$ cat src/rtl/core/b2da_pkg.sv
// ----------------------------------------------------------------------------
// b2da_pkg
// shared types and constants of the binary to decimal ascii converter
// ----------------------------------------------------------------------------
package b2da_pkg;

    localparam int DIGITS    = 10;
    localparam int DCNT_W    = 4;
    localparam int CHAR_W    = 8;
    localparam int IN_W      = 32;
    localparam int SIZE_W    = 8;
    localparam int Q_DEPTH   = 2;
    localparam int Q_AW      = 1;
    localparam int Q_CW      = 2;

    localparam logic [CHAR_W-1:0] ASCII_ZERO = 8'h30;
    localparam logic [CHAR_W-1:0] ASCII_NUL  = 8'h00;

    localparam logic ST_OK    = 1'b0;
    localparam logic ST_SMALL = 1'b1;

    typedef logic [DIGITS-1:0][3:0] t_bcd;

    typedef struct packed {
        t_bcd              digit;
        logic [DCNT_W-1:0] count;
        logic              err;
    } t_conv;

    typedef struct packed {
        logic full;
        logic empty;
    } t_q_stat;

endpackage

$ cat src/rtl/core/b2da_front.sv
// ----------------------------------------------------------------------------
// b2da_front
// accepts a value, converts it bit-serially to bcd and classifies the fit
// ----------------------------------------------------------------------------
module b2da_front #(
    parameter int VALUE_BITS = 32
) (
    input  logic                               i_clk,
    input  logic                               i_rst_n,
    input  logic                               i_start,
    output logic                               o_busy,
    input  logic [b2da_pkg::IN_W-1:0]          i_value,
    input  logic [b2da_pkg::SIZE_W-1:0]        i_buffer_size,
    input  b2da_pkg::t_q_stat                  i_q_stat,
    output logic                               o_push,
    output b2da_pkg::t_conv                    o_entry
);

    localparam int W  = (VALUE_BITS > b2da_pkg::IN_W) ? b2da_pkg::IN_W : VALUE_BITS;
    localparam int BW = $clog2(W);

    typedef enum logic [1:0] {S_IDLE, S_SHIFT, S_COUNT, S_PUSH} t_state;

    t_state                              r_state, n_state;
    logic [W-1:0]                        r_val, n_val;
    logic [b2da_pkg::SIZE_W-1:0]         r_size, n_size;
    b2da_pkg::t_bcd                      r_bcd, n_bcd;
    logic [BW-1:0]                       r_bit, n_bit;
    logic [b2da_pkg::DCNT_W-1:0]         r_cnt, n_cnt;
    logic                                r_err, n_err;

    b2da_pkg::t_bcd                      adj;
    logic [4*b2da_pkg::DIGITS-1:0]       adj_flat;
    logic [b2da_pkg::DCNT_W-1:0]         nd;

    always_comb begin
        for (int i = 0; i < b2da_pkg::DIGITS; i++) begin
            adj[i] = (r_bcd[i] >= 4'd5) ? r_bcd[i] + 4'd3 : r_bcd[i];
        end
        adj_flat = adj;
    end

    always_comb begin
        nd = b2da_pkg::DCNT_W'(1);
        for (int i = 1; i < b2da_pkg::DIGITS; i++) begin
            if (r_bcd[i] != 4'd0) begin
                nd = b2da_pkg::DCNT_W'(i + 1);
            end
        end
    end

    always_comb begin
        n_state = r_state;
        n_val   = r_val;
        n_size  = r_size;
        n_bcd   = r_bcd;
        n_bit   = r_bit;
        n_cnt   = r_cnt;
        n_err   = r_err;
        unique case (r_state)
            S_IDLE: begin
                if (i_start) begin
                    n_val   = i_value[W-1:0];
                    n_size  = i_buffer_size;
                    n_bcd   = '0;
                    n_bit   = BW'(W - 1);
                    n_state = S_SHIFT;
                end
            end
            S_SHIFT: begin
                n_bcd = {adj_flat[4*b2da_pkg::DIGITS-2:0], r_val[W-1]};
                n_val = {r_val[W-2:0], 1'b0};
                n_bit = r_bit - BW'(1);
                if (r_bit == '0) begin
                    n_state = S_COUNT;
                end
            end
            S_COUNT: begin
                n_cnt   = nd;
                n_err   = (r_size <= {{(b2da_pkg::SIZE_W-b2da_pkg::DCNT_W){1'b0}}, nd});
                n_state = S_PUSH;
            end
            S_PUSH: begin
                if (!i_q_stat.full) begin
                    n_state = S_IDLE;
                end
            end
            default: n_state = S_IDLE;
        endcase
    end

    always_ff @(posedge i_clk) begin
        if (!i_rst_n) begin
            r_state <= S_IDLE;
        end else begin
            r_state <= n_state;
        end
        r_val  <= n_val;
        r_size <= n_size;
        r_bcd  <= n_bcd;
        r_bit  <= n_bit;
        r_cnt  <= n_cnt;
        r_err  <= n_err;
    end

    assign o_busy        = (r_state != S_IDLE);
    assign o_push        = (r_state == S_PUSH) && !i_q_stat.full;
    assign o_entry.digit = r_bcd;
    assign o_entry.count = r_cnt;
    assign o_entry.err   = r_err;

endmodule

$ cat src/rtl/core/b2da_queue.sv
// ----------------------------------------------------------------------------
// b2da_queue
// two-entry queue of converted items between front and back
// ----------------------------------------------------------------------------
module b2da_queue (
    input  logic              i_clk,
    input  logic              i_rst_n,
    input  logic              i_push,
    input  b2da_pkg::t_conv   i_entry,
    input  logic              i_pop,
    output b2da_pkg::t_conv   o_entry,
    output b2da_pkg::t_q_stat o_stat
);

    b2da_pkg::t_conv                 mem [b2da_pkg::Q_DEPTH];
    logic [b2da_pkg::Q_AW-1:0]       r_wr_ptr, n_wr_ptr;
    logic [b2da_pkg::Q_AW-1:0]       r_rd_ptr, n_rd_ptr;
    logic [b2da_pkg::Q_CW-1:0]       r_count, n_count;
    b2da_pkg::t_conv                 r_rd_data;

    always_comb begin
        n_wr_ptr = r_wr_ptr;
        n_rd_ptr = r_rd_ptr;
        n_count  = r_count;
        if (i_push) begin
            n_wr_ptr = (r_wr_ptr == b2da_pkg::Q_AW'(b2da_pkg::Q_DEPTH - 1)) ?
                       '0 : r_wr_ptr + b2da_pkg::Q_AW'(1);
        end
        if (i_pop) begin
            n_rd_ptr = (r_rd_ptr == b2da_pkg::Q_AW'(b2da_pkg::Q_DEPTH - 1)) ?
                       '0 : r_rd_ptr + b2da_pkg::Q_AW'(1);
        end
        case ({i_push, i_pop})
            2'b10:   n_count = r_count + b2da_pkg::Q_CW'(1);
            2'b01:   n_count = r_count - b2da_pkg::Q_CW'(1);
            default: n_count = r_count;
        endcase
    end

    always_ff @(posedge i_clk) begin
        if (!i_rst_n) begin
            r_wr_ptr <= '0;
            r_rd_ptr <= '0;
            r_count  <= '0;
        end else begin
            r_wr_ptr <= n_wr_ptr;
            r_rd_ptr <= n_rd_ptr;
            r_count  <= n_count;
        end
    end

    always_ff @(posedge i_clk) begin
        if (i_push) begin
            mem[r_wr_ptr] <= i_entry;
        end
        if (i_pop) begin
            r_rd_data <= mem[r_rd_ptr];
        end
    end

    assign o_entry     = r_rd_data;
    assign o_stat.full  = (r_count == b2da_pkg::Q_CW'(b2da_pkg::Q_DEPTH));
    assign o_stat.empty = (r_count == '0);

endmodule

$ cat src/rtl/core/b2da_back.sv
// ----------------------------------------------------------------------------
// b2da_back
// takes converted items from the queue and emits the character stream
// ----------------------------------------------------------------------------
module b2da_back (
    input  logic                             i_clk,
    input  logic                             i_rst_n,
    input  b2da_pkg::t_q_stat                i_q_stat,
    input  b2da_pkg::t_conv                  i_entry,
    output logic                             o_pop,
    output logic                             o_strobe,
    output logic [b2da_pkg::CHAR_W-1:0]      o_character,
    output logic                             o_status,
    output logic                             o_last
);

    typedef enum logic [1:0] {S_IDLE, S_LOAD, S_DIGIT, S_TERM} t_state;

    t_state                          r_state, n_state;
    logic [b2da_pkg::DCNT_W-1:0]     r_idx, n_idx;
    logic                            r_strobe, n_strobe;
    logic [b2da_pkg::CHAR_W-1:0]     r_char, n_char;
    logic                            r_status, n_status;
    logic                            r_last, n_last;

    always_comb begin
        n_state  = r_state;
        n_idx    = r_idx;
        n_strobe = 1'b0;
        n_char   = r_char;
        n_status = r_status;
        n_last   = r_last;
        unique case (r_state)
            S_IDLE: begin
                if (!i_q_stat.empty) begin
                    n_state = S_LOAD;
                end
            end
            S_LOAD: begin
                if (i_entry.err) begin
                    n_strobe = 1'b1;
                    n_char   = b2da_pkg::ASCII_NUL;
                    n_status = b2da_pkg::ST_SMALL;
                    n_last   = 1'b1;
                    n_state  = S_IDLE;
                end else begin
                    n_idx   = i_entry.count - b2da_pkg::DCNT_W'(1);
                    n_state = S_DIGIT;
                end
            end
            S_DIGIT: begin
                n_strobe = 1'b1;
                n_char   = b2da_pkg::ASCII_ZERO + {4'd0, i_entry.digit[r_idx]};
                n_status = b2da_pkg::ST_OK;
                n_last   = 1'b0;
                n_idx    = r_idx - b2da_pkg::DCNT_W'(1);
                if (r_idx == '0) begin
                    n_state = S_TERM;
                end
            end
            S_TERM: begin
                n_strobe = 1'b1;
                n_char   = b2da_pkg::ASCII_NUL;
                n_status = b2da_pkg::ST_OK;
                n_last   = 1'b1;
                n_state  = S_IDLE;
            end
            default: n_state = S_IDLE;
        endcase
    end

    always_ff @(posedge i_clk) begin
        if (!i_rst_n) begin
            r_state  <= S_IDLE;
            r_strobe <= 1'b0;
        end else begin
            r_state  <= n_state;
            r_strobe <= n_strobe;
        end
        r_idx    <= n_idx;
        r_char   <= n_char;
        r_status <= n_status;
        r_last   <= n_last;
    end

    assign o_pop       = (r_state == S_IDLE) && !i_q_stat.empty;
    assign o_strobe    = r_strobe;
    assign o_character = r_char;
    assign o_status    = r_status;
    assign o_last      = r_last;

endmodule

$ cat src/rtl/core/binary_to_decimal_ascii.sv
// ----------------------------------------------------------------------------
// binary_to_decimal_ascii
// unsigned binary to decimal ascii string converter, top level
// ----------------------------------------------------------------------------
// Usage:
//   Drive i_value and i_buffer_size and raise start; the item is taken on a
//   clock edge where start is high and busy is low. busy stays high while the
//   front converts the low VALUE_BITS (at most 32) bits of the value with a
//   bit-serial shift-and-add-3 loop, one value bit per cycle, and while it
//   waits for room in the two-entry queue that carries converted items to the
//   back, which emits one character per cycle on o_character with o_strobe
//   high for one cycle: the digits most significant first, then a NUL with
//   o_last set. If the string and its terminator do not fit i_buffer_size, a
//   single transfer with character 0, o_status 1 and o_last 1 is emitted
//   instead, from the load state of the back; digits come from its digit
//   state and the NUL from its terminator state. The front takes a new value
//   once the previous one is in the queue, so conversion overlaps the
//   emission of earlier strings; the serial loop sets the sustained rate.
//   Synchronous active-low reset empties the queue and idles both parts.
//   The receiver cannot stall: each transfer is valid for exactly one cycle.
// ----------------------------------------------------------------------------
module binary_to_decimal_ascii #(
    parameter int VALUE_BITS = 32
) (
    input  logic                          i_clk,
    input  logic                          i_rst_n,
    input  logic                          start,
    output logic                          busy,
    input  logic [b2da_pkg::IN_W-1:0]     i_value,
    input  logic [b2da_pkg::SIZE_W-1:0]   i_buffer_size,
    output logic                          o_strobe,
    output logic [b2da_pkg::CHAR_W-1:0]   o_character,
    output logic                          o_status,
    output logic                          o_last
);

    b2da_pkg::t_q_stat q_stat;
    b2da_pkg::t_conv   push_entry;
    b2da_pkg::t_conv   pop_entry;
    logic              push;
    logic              pop;

    b2da_front #(
        .VALUE_BITS (VALUE_BITS)
    ) u_front (
        .i_clk         (i_clk),
        .i_rst_n       (i_rst_n),
        .i_start       (start),
        .o_busy        (busy),
        .i_value       (i_value),
        .i_buffer_size (i_buffer_size),
        .i_q_stat      (q_stat),
        .o_push        (push),
        .o_entry       (push_entry)
    );

    b2da_queue u_queue (
        .i_clk   (i_clk),
        .i_rst_n (i_rst_n),
        .i_push  (push),
        .i_entry (push_entry),
        .i_pop   (pop),
        .o_entry (pop_entry),
        .o_stat  (q_stat)
    );

    b2da_back u_back (
        .i_clk       (i_clk),
        .i_rst_n     (i_rst_n),
        .i_q_stat    (q_stat),
        .i_entry     (pop_entry),
        .o_pop       (pop),
        .o_strobe    (o_strobe),
        .o_character (o_character),
        .o_status    (o_status),
        .o_last      (o_last)
    );

endmodule

$ cat config.mk
export PLATFORM = sky130hd
export DESIGN_NAME = binary_to_decimal_ascii
export DESIGN_NICKNAME = d
export VERILOG_FILES = /design/src/rtl/core/b2da_pkg.sv /design/src/rtl/core/b2da_front.sv /design/src/rtl/core/b2da_queue.sv /design/src/rtl/core/b2da_back.sv /design/src/rtl/core/binary_to_decimal_ascii.sv
export SDC_FILE = /design/constraint.sdc
export NUM_CORES = 1
export LEC_CHECK = 0
export ABC_AREA = 1
export BUFFER_PORTS_ARGS = -buffer_cell sky130_fd_sc_hd__clkbuf_2
export CAP_MARGIN = 5
export CORE_MARGIN = 2
export CORE_UTILIZATION = 60
export CTS_BUF_LIST = sky130_fd_sc_hd__clkbuf_4
export DETAILED_ROUTE_END_ITERATION = 7
export PLACE_DENSITY = 0.87
export SYNTH_ARGS = -nofsm -noshare
export SYNTH_HDL_FRONTEND = slang
export SYNTH_SLANG_ARGS = --single-unit
$ cat constraint.sdc
create_clock -name i_clk -period 9.1 [get_ports i_clk]
set_clock_uncertainty 0.05 [all_clocks]
set_input_delay 2.73 -clock i_clk [delete_from_list [all_inputs] [get_ports i_clk]]
set_output_delay 2.73 -clock i_clk [all_outputs]
set_load 0.05 [all_outputs]
Word-level counts from Yosys, hierarchy flattened

Memories as Yosys holds them, arrays and structs flattened. A register that Yosys moved wholly into a read port is not among the register bits.
Index checks and enable logic that the tools add are counted.

Register bits after elaboration: 113
RAM bits: 90
Memories: 1

Memory list:

| memory      | depth | width | read ports | clocked after Yosys merged registers in | wr ports | RTL line         | source |
|---|---|---|---|---|---|---|---|
| u_queue.mem | 2     | 45    | 1          | 1                                       | 1        | b2da_queue.sv:15 | `b2da_pkg::t_conv mem [b2da_pkg::Q_DEPTH];` |

Add/sub/neg operators: 18
Order comparisons: 12
Equal/unequal tests: 16
Muxes and demuxes: 49
Reductions and logical operators: 32

Operators with widths:

| cell                  | count |
|---|---|
| $pmux W40 S2          | 1 |
| $pmux W32 S2          | 1 |
| $mux W4               | 14 |
| $ge A4 B3 Y1 const B  | 10 |
| $mux W40              | 1 |
| $add A4 B2 Y4 const B | 9 |
| $reduce_bool A4 Y1    | 9 |
| $mux W32              | 1 |
| $pmux W8 S3           | 1 |
| $bmux W4 S4           | 1 |
| $mux W2               | 8 |
| $pmux W2 S4           | 2 |
| $mux W3               | 5 |
| $eq A2 B2 Y1 const B  | 6 |
| $reduce_and A2 Y1     | 6 |
| $ne A2 B2 Y1 const B  | 5 |
| $pmux W5 S2           | 1 |
| $reduce_bool A2 Y1    | 5 |
| $le A8 B4 Y1          | 1 |
| $mux W8               | 1 |
| $pmux W4 S2           | 1 |
| $sub A4 B1 Y4 const B | 2 |
| $add A6 B4 Y7 const A | 1 |
| $eq A2 B1 Y1 const B  | 3 |
| other kinds (20)      | 32 |

Longest topological paths before layout

Gate-level depths: netlist of run 1.

Depth in word-level cells: 11
Mapped depth: 16

Hierarchy

Synthesis of run 1 repeated with hierarchy kept, for this count alone.

Cell total of the unflattened synthesis: 888
Area, all modules: 10,840.4 um^2

By module, submodules not included:

| module     | instances | cells an instance | area an instance (um^2) |
|---|---|---|---|
| b2da_queue | 1         | 218               | 4,918.5 |
| b2da_front | 1         | 492               | 4,768.3 |
| b2da_back  | 1         | 178               | 1,153.6 |

Worst setup path before layout of run 1

Ideal clock, no wire load.

Path type: register to register
From: register u_front.r_state[0]
To: register u_front.r_bcd, in the netlist u_front.o_entry[10], enable pin
Setup time: 0.618 ns
Arrival time: 6.072 ns
Setup slack: 2.360 ns
Stages on the path, launching flop included: 4
Period minus slack after synthesis: 6.740 ns
Path through: dfxtp_1 > inv_1 > ha_1 > o21ai_0

Cells in the longest elaborated chain, start to end: 3
Elaborated cells between the ends (all ways): 5
Classes of those cells: eq/ne (2); reduce/logical (3)

RTL lines:

| what                                                         | RTL line          | source |
|---|---|---|
| start: declaration                                           | b2da_front.sv:24  | `t_state r_state, n_state;` |
| start signal: assignment                                     | b2da_front.sv:96  | `r_state <= n_state;` |
| $eq A2 B1 Y1 or $logic_not A2 Y1 (tied branches)             | b2da_front.sv:60  | `unique case (r_state)` |
| $reduce_bool A2 Y1 (no line) or $ne A2 B2 Y1 (tied branches) | n/a               |  |
| $reduce_and A2 Y1 (no line) (*)                              | n/a               |  |
| end signal: assignment                                       | b2da_front.sv:100 | `r_bcd <= n_bcd;` |
| end: declaration                                             | b2da_front.sv:27  | `b2da_pkg::t_bcd r_bcd, n_bcd;` |

Every way passes the cells marked *; elsewhere a longest branch is shown, timed or not.
A chain may end at the register's enable or synchronous reset.

Final worst setup path of run 1

From: register u_front.r_state[0]
To: output port busy

Cells in the longest elaborated chain, start to end: 1

RTL lines:

| what               | RTL line                      | source |
|---|---|---|
| $reduce_bool A2 Y1 | b2da_front.sv:106             | `assign o_busy = (r_state != S_IDLE);` |
| end: declaration   | binary_to_decimal_ascii.sv:28 | `output logic busy,` |

No other way between the ends.

==> out/results.tsv, run 1 <==
stage	metric	value	unit
sta	final hold vios	0	
finish	fin nets	1083	
placement	Area after DPL	0.0110	sq mm
setup_path	FF-to-FF Start	u_front.r_state[1]	
worst_hold_path	Hold EP	u_queue.mem[1][42]	
sta	FMAX	217	MHz
global_route	all-layer global routing usage	22.0	%
setup_path	Worst EP required	6.32	ns
job	max-capacitance violation count	0	
die	cell row count	48	
global_route	largest net degree at the start of global routing	78	
power	static leakage	4.76	nW
setup_path	Worst setup EP type	primary output	
synth	Post-Syn Area	0.0105	sq mm
worst_hold_path	worst min path class	flip-flop to flip-flop	
clock_network	post-CTS setup buffers	0	
synth	Syn Area/Cell	11.5	sq um
global_route	vias in the first global route	6651	
sta	Fin Setup TNS	0	ns
die	I/O pins	55	
setup_path	CP Data Arrival Time	1.83	ns
placement	global placement routability congestion	0.801	
synth	Unique masters post-synth	37	
finish	P&R area growth vs syn	11.5	%
die	Die Y	136	um
synth	ranking of synthesized cells by area	edfxtp_1 67%, nand2_1 10%, ha_1 3.9%	
global_route	Overflow after GRT	0	
die	Die X	136	um
global_route	global-route wire length before repair	31500	um
synth	Mapped Cells	915	
setup_path	CP Launch Point	u_front.r_state[0]	
route	final wirelength	19800	um
power	NetSw	0.00140	W
sta	minimum clock period	4.61	ns
synth	yosys warns	0	
route	Residual DRC	0	
placement	IO buf count	52	
sta	# setup viols final	0	
setup_path	Reg2Reg Depth	6	
clock_network	Worst-Skew Late Latency	0.71	ns
setup_path	worst reg-to-reg setup slack	5.93	ns
setup_path	worst-path fanout max	4	
sta	relative max-transition margin	31.5	%
clock_network	CTS tree	yes	
finish	Finished Cell Area	0.0117	sq mm
power	Sw Share	35.4	%
power	Peak VDD IR	0.214	mV
route	number of routed nets with antenna violations	0	
global_route	initial antenna violation count	1	
power	PD cells	337	mW/mm^2
power	clock network fraction of total power	22.6	%
route	DRT iter0 DRCs	754	
die	core area	0.0172	sq mm
route	WL/cell	15.5	um
worst_hold_path	worst hold path depth	0	
clock_network	CTS Hold Buffers Added	0	
setup_path	Critical R2R Capture	u_front.o_entry[5]	
finish	share of cells above drive strength 1	16.5	%
synth	post-synthesis sequential area ratio	69.2	%
power	combinational power share	26.0	%
placement	HPWL after detailed placement	12100	um
die	Initial Util	61.1	%
setup_path	Setup CP Type	flip-flop to primary output	
die	Die Area	0.0186	sq mm
sta	RSZ-0062 raised after global routing	false	
route	total number of vias	6876	
synth	largest area contributor in the netlist	edfxtp_1	
clock_network	CTS Sinks	245	
clock_network	total CTS buffers	59	
sta	Final Max Tran Viols	0	
synth	Seq cells post-synth	245	
worst_hold_path	hold path startpoint	u_front.o_entry[42]	
route	Vias/cell	5.39	
synth	Yosys top cell area share	67.5	%
route	DR pass1 iterations	6	
power	Int Pwr	0.00255	W
setup_path	Worst setup SP type	flip-flop	
clock_network	H-tree levels	2	
clock_network	Clock Tree Root	clkbuf_4	
clock_network	clock edge transition at the registers on the reported setup and hold paths	0.07	ns
power	Seq pwr share	51.4	%
clock_network	post-CTS sizing	0	
sta	crit share post-route	50.7	%
clock_network	Clock Path Buffers	3	
run_status	outcome	finished, final reports clean	
sta	worst slew pin tran	1.03	ns
==> Yosys cell counts (all sizes together) <==
master   count
a21oi       45
nor2        65
o211ai       6
nand4        1
or2          1
a2111oi      1
nand3        8
nor3         4
o21ai       73
a211oi       1
ha          33
clkbuf      10
or4          1
mux2i        4
buf         19
xor2        11
nand2      288
conb         1
a31oi        1
inv         87
dfxtp        9
nand3b       1
o22ai        9
edfxtp     236
==> how the worst max path moves through the flow <==
stage                                endpoint  slack (ns)  depth (start not counted)
final                                    busy        4.49                          4
after global routing                     busy        4.39                          4
after CTS                                busy        4.45                          4
after detailed placement   u_front.o_entry[8]        4.85                          4
after global placement     u_front.o_entry[5]        4.86                          4
after floorplan           u_front.o_entry[10]        2.36                          3
==> cell families (layout without fill, tap and decap cells) <==
kind of cell    after synthesis  in the layout  synth area share [%]
compound gates              136            136                  7.05
buf+inv                     116            250                  4.78
simple gates                369            369                  13.7
fa+ha+maj                    33             33                  3.93
mux                           4              4                 0.381
other cells                   1              3                0.0357
flops                       245            245                  69.2
xor+xnor                     11             11                 0.918
==> cells in the final DEF, fill, tap and decap left out, types with 5 or more instances in the layout <==
| cell type | instances |
|---|---|
| o21ai_1 | 11 |
| ha_1 | 32 |
| a21oi_1 | 44 |
| inv_2 | 11 |
| nand2_1 | 284 |
| clkbuf_2 | 52 |
| nor2_1 | 61 |
| inv_1 | 74 |
| o211ai_1 | 5 |
| edfxtp_1 | 236 |
| clkbuf_4 | 81 |
| clkinv_1 | 20 |
| buf_4 | 7 |
| xor2_1 | 11 |
| nand3_1 | 8 |
| dfxtp_1 | 9 |
| o21ai_0 | 58 |
| o22ai_1 | 9 |
==> power groups by stage <==
stage	clock network [W]	registers [W]	logic [W]
final	0.000891	0.00203	0.00103
after global routing	0.000966	0.00207	0.00116
after CTS	0.000904	0.00202	0.00103
after detailed placement	0	0.00204	0.00101
after global placement	0	0.00201	0.000955
after floorplan	0	0.00199	0.000765
==> layer usage <==
| layer | up-vias | track usage (%) | part of all wire [%] | wire (um) |
|---|---|---|---|---|
| met2 | 290 | 36.5 | 50 | 9830 |
| met1 | 3225 | 28.3 | 40 | 7950 |
| met3 | 43 | 5.00 | 7.6 | 1500 |
| li1 | 3318 | - | - | - |
| met5 | - | 0 | 0 | 0 |
| met4 | 0 | 8.80 | 2.4 | 470 |
==> layout make-up <==
cell class                      count  area, sq um
Multi-Input combinational cell    555         2760
Clock inverter                     23          140
Sequential cell                   245         7270
Timing Repair Buffer               59          313
Tap cell                          225          282
Clock buffer                       81          608
Inverter                           87          332
Fill cell                        1181         5470
Antenna cell                        1         2.50
==> state kept, by name (all words and copies together) (netlist names), 2 cells and up, named ones only <==
signal / cells
u_front.r_cnt: 4
u_front.r_bit: 5
u_front.o_entry: 40
u_back.o_character: 5
u_front.r_val: 32
u_front.r_state: 2
u_queue.r_count: 2
u_queue.mem: 90
u_queue.o_entry: 45
u_back.r_idx: 4
u_front.r_size: 8
==> worst max-delay path: stages (launching register included) <==
cell      delay [ns]
dfxtp_1         0.41
inv_1           0.10
ha_1            0.29
inv_1           0.10
clkbuf_2        0.28
==> metrics by stage <==
stage | hold WS (ns) | power [W] | setup WS [ns] | std cells | util [%]
global placement | 0.388 | 0.00297 | 4.86 | 1171 | 63.8
detailed placement | 0.409 | 0.00305 | 4.85 | 1171 | 63.8
global route | 0.413 | 0.00420 | 4.39 | 1276 | 68.2
finish | 0.407 | 0.00395 | 4.49 | 1276 | 68.2
floorplan | 0.371 | 0.00276 | 2.36 | 916 | -
CTS | 0.418 | 0.00396 | 4.45 | 1275 | 68.1
Note: power is estimated with default switching activity, not from simulation.
==> inputs of run 2 (changes only) <==
CORE_UTILIZATION = 57   (was 60)
clock period = 4.1 ns   (was 9.1 ns; I/O delays follow)
==> run 2 against run 1 <==
Net effect:
- global-route usage is 1.3 points lower
- sequential share of layout area is 0.080 points higher
- combinational power is 120% higher
- routed wire length is 1.1% lower
- via count is 0.36% lower
- core utilization is 3.3 points lower
- hold slack better by 0.016 ns
- flip-flop and latch count stayed put
- first-iteration DRC count is 27% lower
- clock power is 110% higher
- critical path type unchanged
- highest routed layer unchanged
==> out/results.tsv, run 2 (same netlist as run 1, synthesis figures left out) <==
stage	metric	value	unit	change
run_status	outcome	finished, final reports clean		unchanged
power	NetSw	0.00310	W	was 0.00140 W
placement	global placement routability congestion	0.886		was 0.801
power	combinational power share	26.7	%	was 26.0%
global_route	Overflow after GRT	0		unchanged
route	Vias/cell	5.34		was 5.39
route	number of routed nets with antenna violations	0		unchanged
setup_path	CP cell instances	inv_1, ha_1, inv_1, clkbuf_2		unchanged
clock_network	clock edge transition at the registers on the reported setup and hold paths	0.07	ns	about the same
die	Die Y	140	um	was 136 um
sta	final hold vios	0		unchanged
global_route	all-layer global routing usage	20.6	%	was 22.0%
setup_path	worst-path fanout max	4		unchanged
die	I/O pins	55		unchanged
sta	FMAX	321	MHz	
finish	P&R area growth vs syn	11.4	%	was 11.5%
finish	fin nets	1084		was 1083
finish	commonest non-fill, non-tap cell in the layout	nand2_1		unchanged
finish	area of the multi-input gates	0.00276	sq mm	unchanged
clock_network	post-CTS sizing	0		unchanged
global_route	vias in the first global route	7022		was 6651
die	Initial Util	58.3	%	was 61.1%
job	max-capacitance violation count	0		unchanged
placement	HPWL after detailed placement	12600	um	was 12100 um
clock_network	CTS Hold Buffers Added	0		unchanged
global_route	global-route wire length before repair	32700	um	was 31500 um
sta	# setup viols final	0		unchanged
sta	RSZ-0062 raised after global routing	false		unchanged
power	Sw Share	35.8	%	was 35.4%
setup_path	CP Data Arrival Time	1.83	ns	about the same
global_route	largest net degree at the start of global routing	78		unchanged
die	Die Area	0.0195	sq mm	was 0.0186 sq mm
route	DR pass1 iterations	5		was 6
sta	relative max-transition margin	38.0	%	was 31.5%
setup_path	Worst setup SP type	flip-flop		unchanged
route	Residual DRC	0		unchanged
route	final wirelength	19500	um	was 19800 um
sta	minimum clock period	3.11	ns	
clock_network	post-CTS setup buffers	0		unchanged
setup_path	Crit-path slowest cell	dfxtp_1		unchanged
route	WL/cell	15.2	um	was 15.5 um
power	Peak VDD IR	0.426	mV	was 0.214 mV
route	total number of vias	6851		was 6876
setup_path	Setup CP Type	flip-flop to primary output		unchanged
sta	Fin Setup TNS	0	ns	unchanged
clock_network	Clock Path Buffers	3		unchanged
sta	final worst-path setup slack	0.989	ns	was 4.49 ns
placement	Setup Slack @ Placement	1.66	ns	was 4.85 ns
setup_path	Worst setup EP type	primary output		unchanged
setup_path	Top cell by count, worst path	inv_1		unchanged
clock_network	Worst-Skew Late Latency	0.68	ns	was 0.71 ns
setup_path	Critical Path Max Stage Delay	0.39	ns	was 0.41 ns
clock_network	CTS Sinks	245		unchanged
finish	register area	0.00727	sq mm	unchanged
route	DRT iter0 DRCs	547		was 754
sta	Final Max Tran Viols	0		unchanged
finish	share of cells above drive strength 1	16.4	%	was 16.5%
power	static leakage	4.75	nW	was 4.76 nW
clock_network	Clock Tree Root	clkbuf_4		unchanged
sta	crit share post-route	75.9	%	
power	PD cells	740	mW/mm^2	was 337 mW/mm^2
setup_path	Crit path max-delay family	buffers and inverters		unchanged
finish	number of fill cells	1309		was 1181
clock_network	H-tree levels	2		unchanged
die	core area	0.0180	sq mm	was 0.0172 sq mm
die	cell row count	49		was 48
setup_path	Worst EP required	2.82	ns	was 6.32 ns
global_route	initial antenna violation count	0		was 1
finish	ANT cells	0		was 1
finish	Reg with most FFs	u_queue.mem		unchanged
placement	IO buf count	52		unchanged
die	Die X	140	um	was 136 um
worst_hold_path	worst min path class	flip-flop to flip-flop		unchanged
power	clock network fraction of total power	21.6	%	was 22.6%
finish	max FFs per register	90		unchanged
finish	most frequent cells in the layout	284 x nand2_1, 236 x edfxtp_1, 75 x inv_1		was 284 x nand2_1, 236 x edfxtp_1, 81 x clkbuf_4
clock_network	CTS tree	yes		unchanged
power	Seq pwr share	51.7	%	was 51.4%
clock_network	total CTS buffers	60		was 59
power	Int Pwr	0.00555	W	was 0.00255 W
sta	worst slew pin tran	0.930	ns	was 1.03 ns
setup_path	buffer and inverter count on the worst path	3		unchanged
==> run 2: cell types whose count changed in the layout (fill, tap and decap cells not counted), sizes merged <==
cell,change
clkinv,+11
clkbuf,-7
bufinv,-1
diode,-1
==> run 2: area by class of cell <==
| class | instances | area share, % |
|---|---|---|
| Clock inverter | 33 | 1.39 |
| Timing Repair Buffer | 59 | 2.78 |
| Clock buffer | 74 | 4.75 |
| Inverter | 87 | 2.84 |
| Sequential cell | 245 | 62.2 |
| Multi-Input combinational cell | 555 | 23.6 |
| Tap cell | 229 | 2.45 |
==> run 2: power by group through the flow <==
stage / Sequential, W / Clock (W) / Combinational (W)
after floorplan: 0.00437 / 0 / 0.00170
after global placement: 0.00444 / 0 / 0.00216
after detailed placement: 0.00451 / 0 / 0.00229
after CTS: 0.00446 / 0.00191 / 0.00231
after global routing: 0.00456 / 0.00204 / 0.00263
final: 0.00447 / 0.00187 / 0.00231
==> run 2: worst paths after layout <==
check	start	to	slack, ns	cells after the start
max	u_front.r_state[0]	busy	0.99	4
min	u_front.r_cnt[0]	u_queue.mem[0][1]	0.42	0
max reg2reg	u_front.o_entry[13]	u_front.r_err	1.57	12
min reg2reg	u_front.r_cnt[0]	u_queue.mem[0][1]	0.42	0
==> run 2: worst reg2reg max path, delay by kind of cell (launching register included) <==
family | cells | cell delay (ns)
buffers and inverters | 2 | 0.23
AOI/OAI and AO/OA | 4 | 0.59
and+or+nand+nor | 4 | 0.55
DFF | 1 | 0.48
adders and majority gates | 2 | 0.49
==> run 2: layer usage <==
layer	up-vias	part of all wire, %	wire length (um)	track usage, %
met1	3203	41	7980	26.2
met2	273	50	9780	35.2
met5	-	0	0	0
met3	44	6.7	1310	4.03
li1	3331	-	-	-
met4	0	2.3	457	8.32
==> run 2: metrics by stage <==
stage,area [sq um],cells,hold WS [ns],util (%),power (W)
finish,11700,1282,0.423,64.9,0.00865
global route,11700,1282,0.454,64.9,0.00923
CTS,11700,1282,0.424,64.9,0.00868
detailed placement,11000,1175,0.412,60.9,0.00680
global placement,11000,1175,0.397,60.9,0.00660
floorplan,10500,916,0.371,-,0.00607
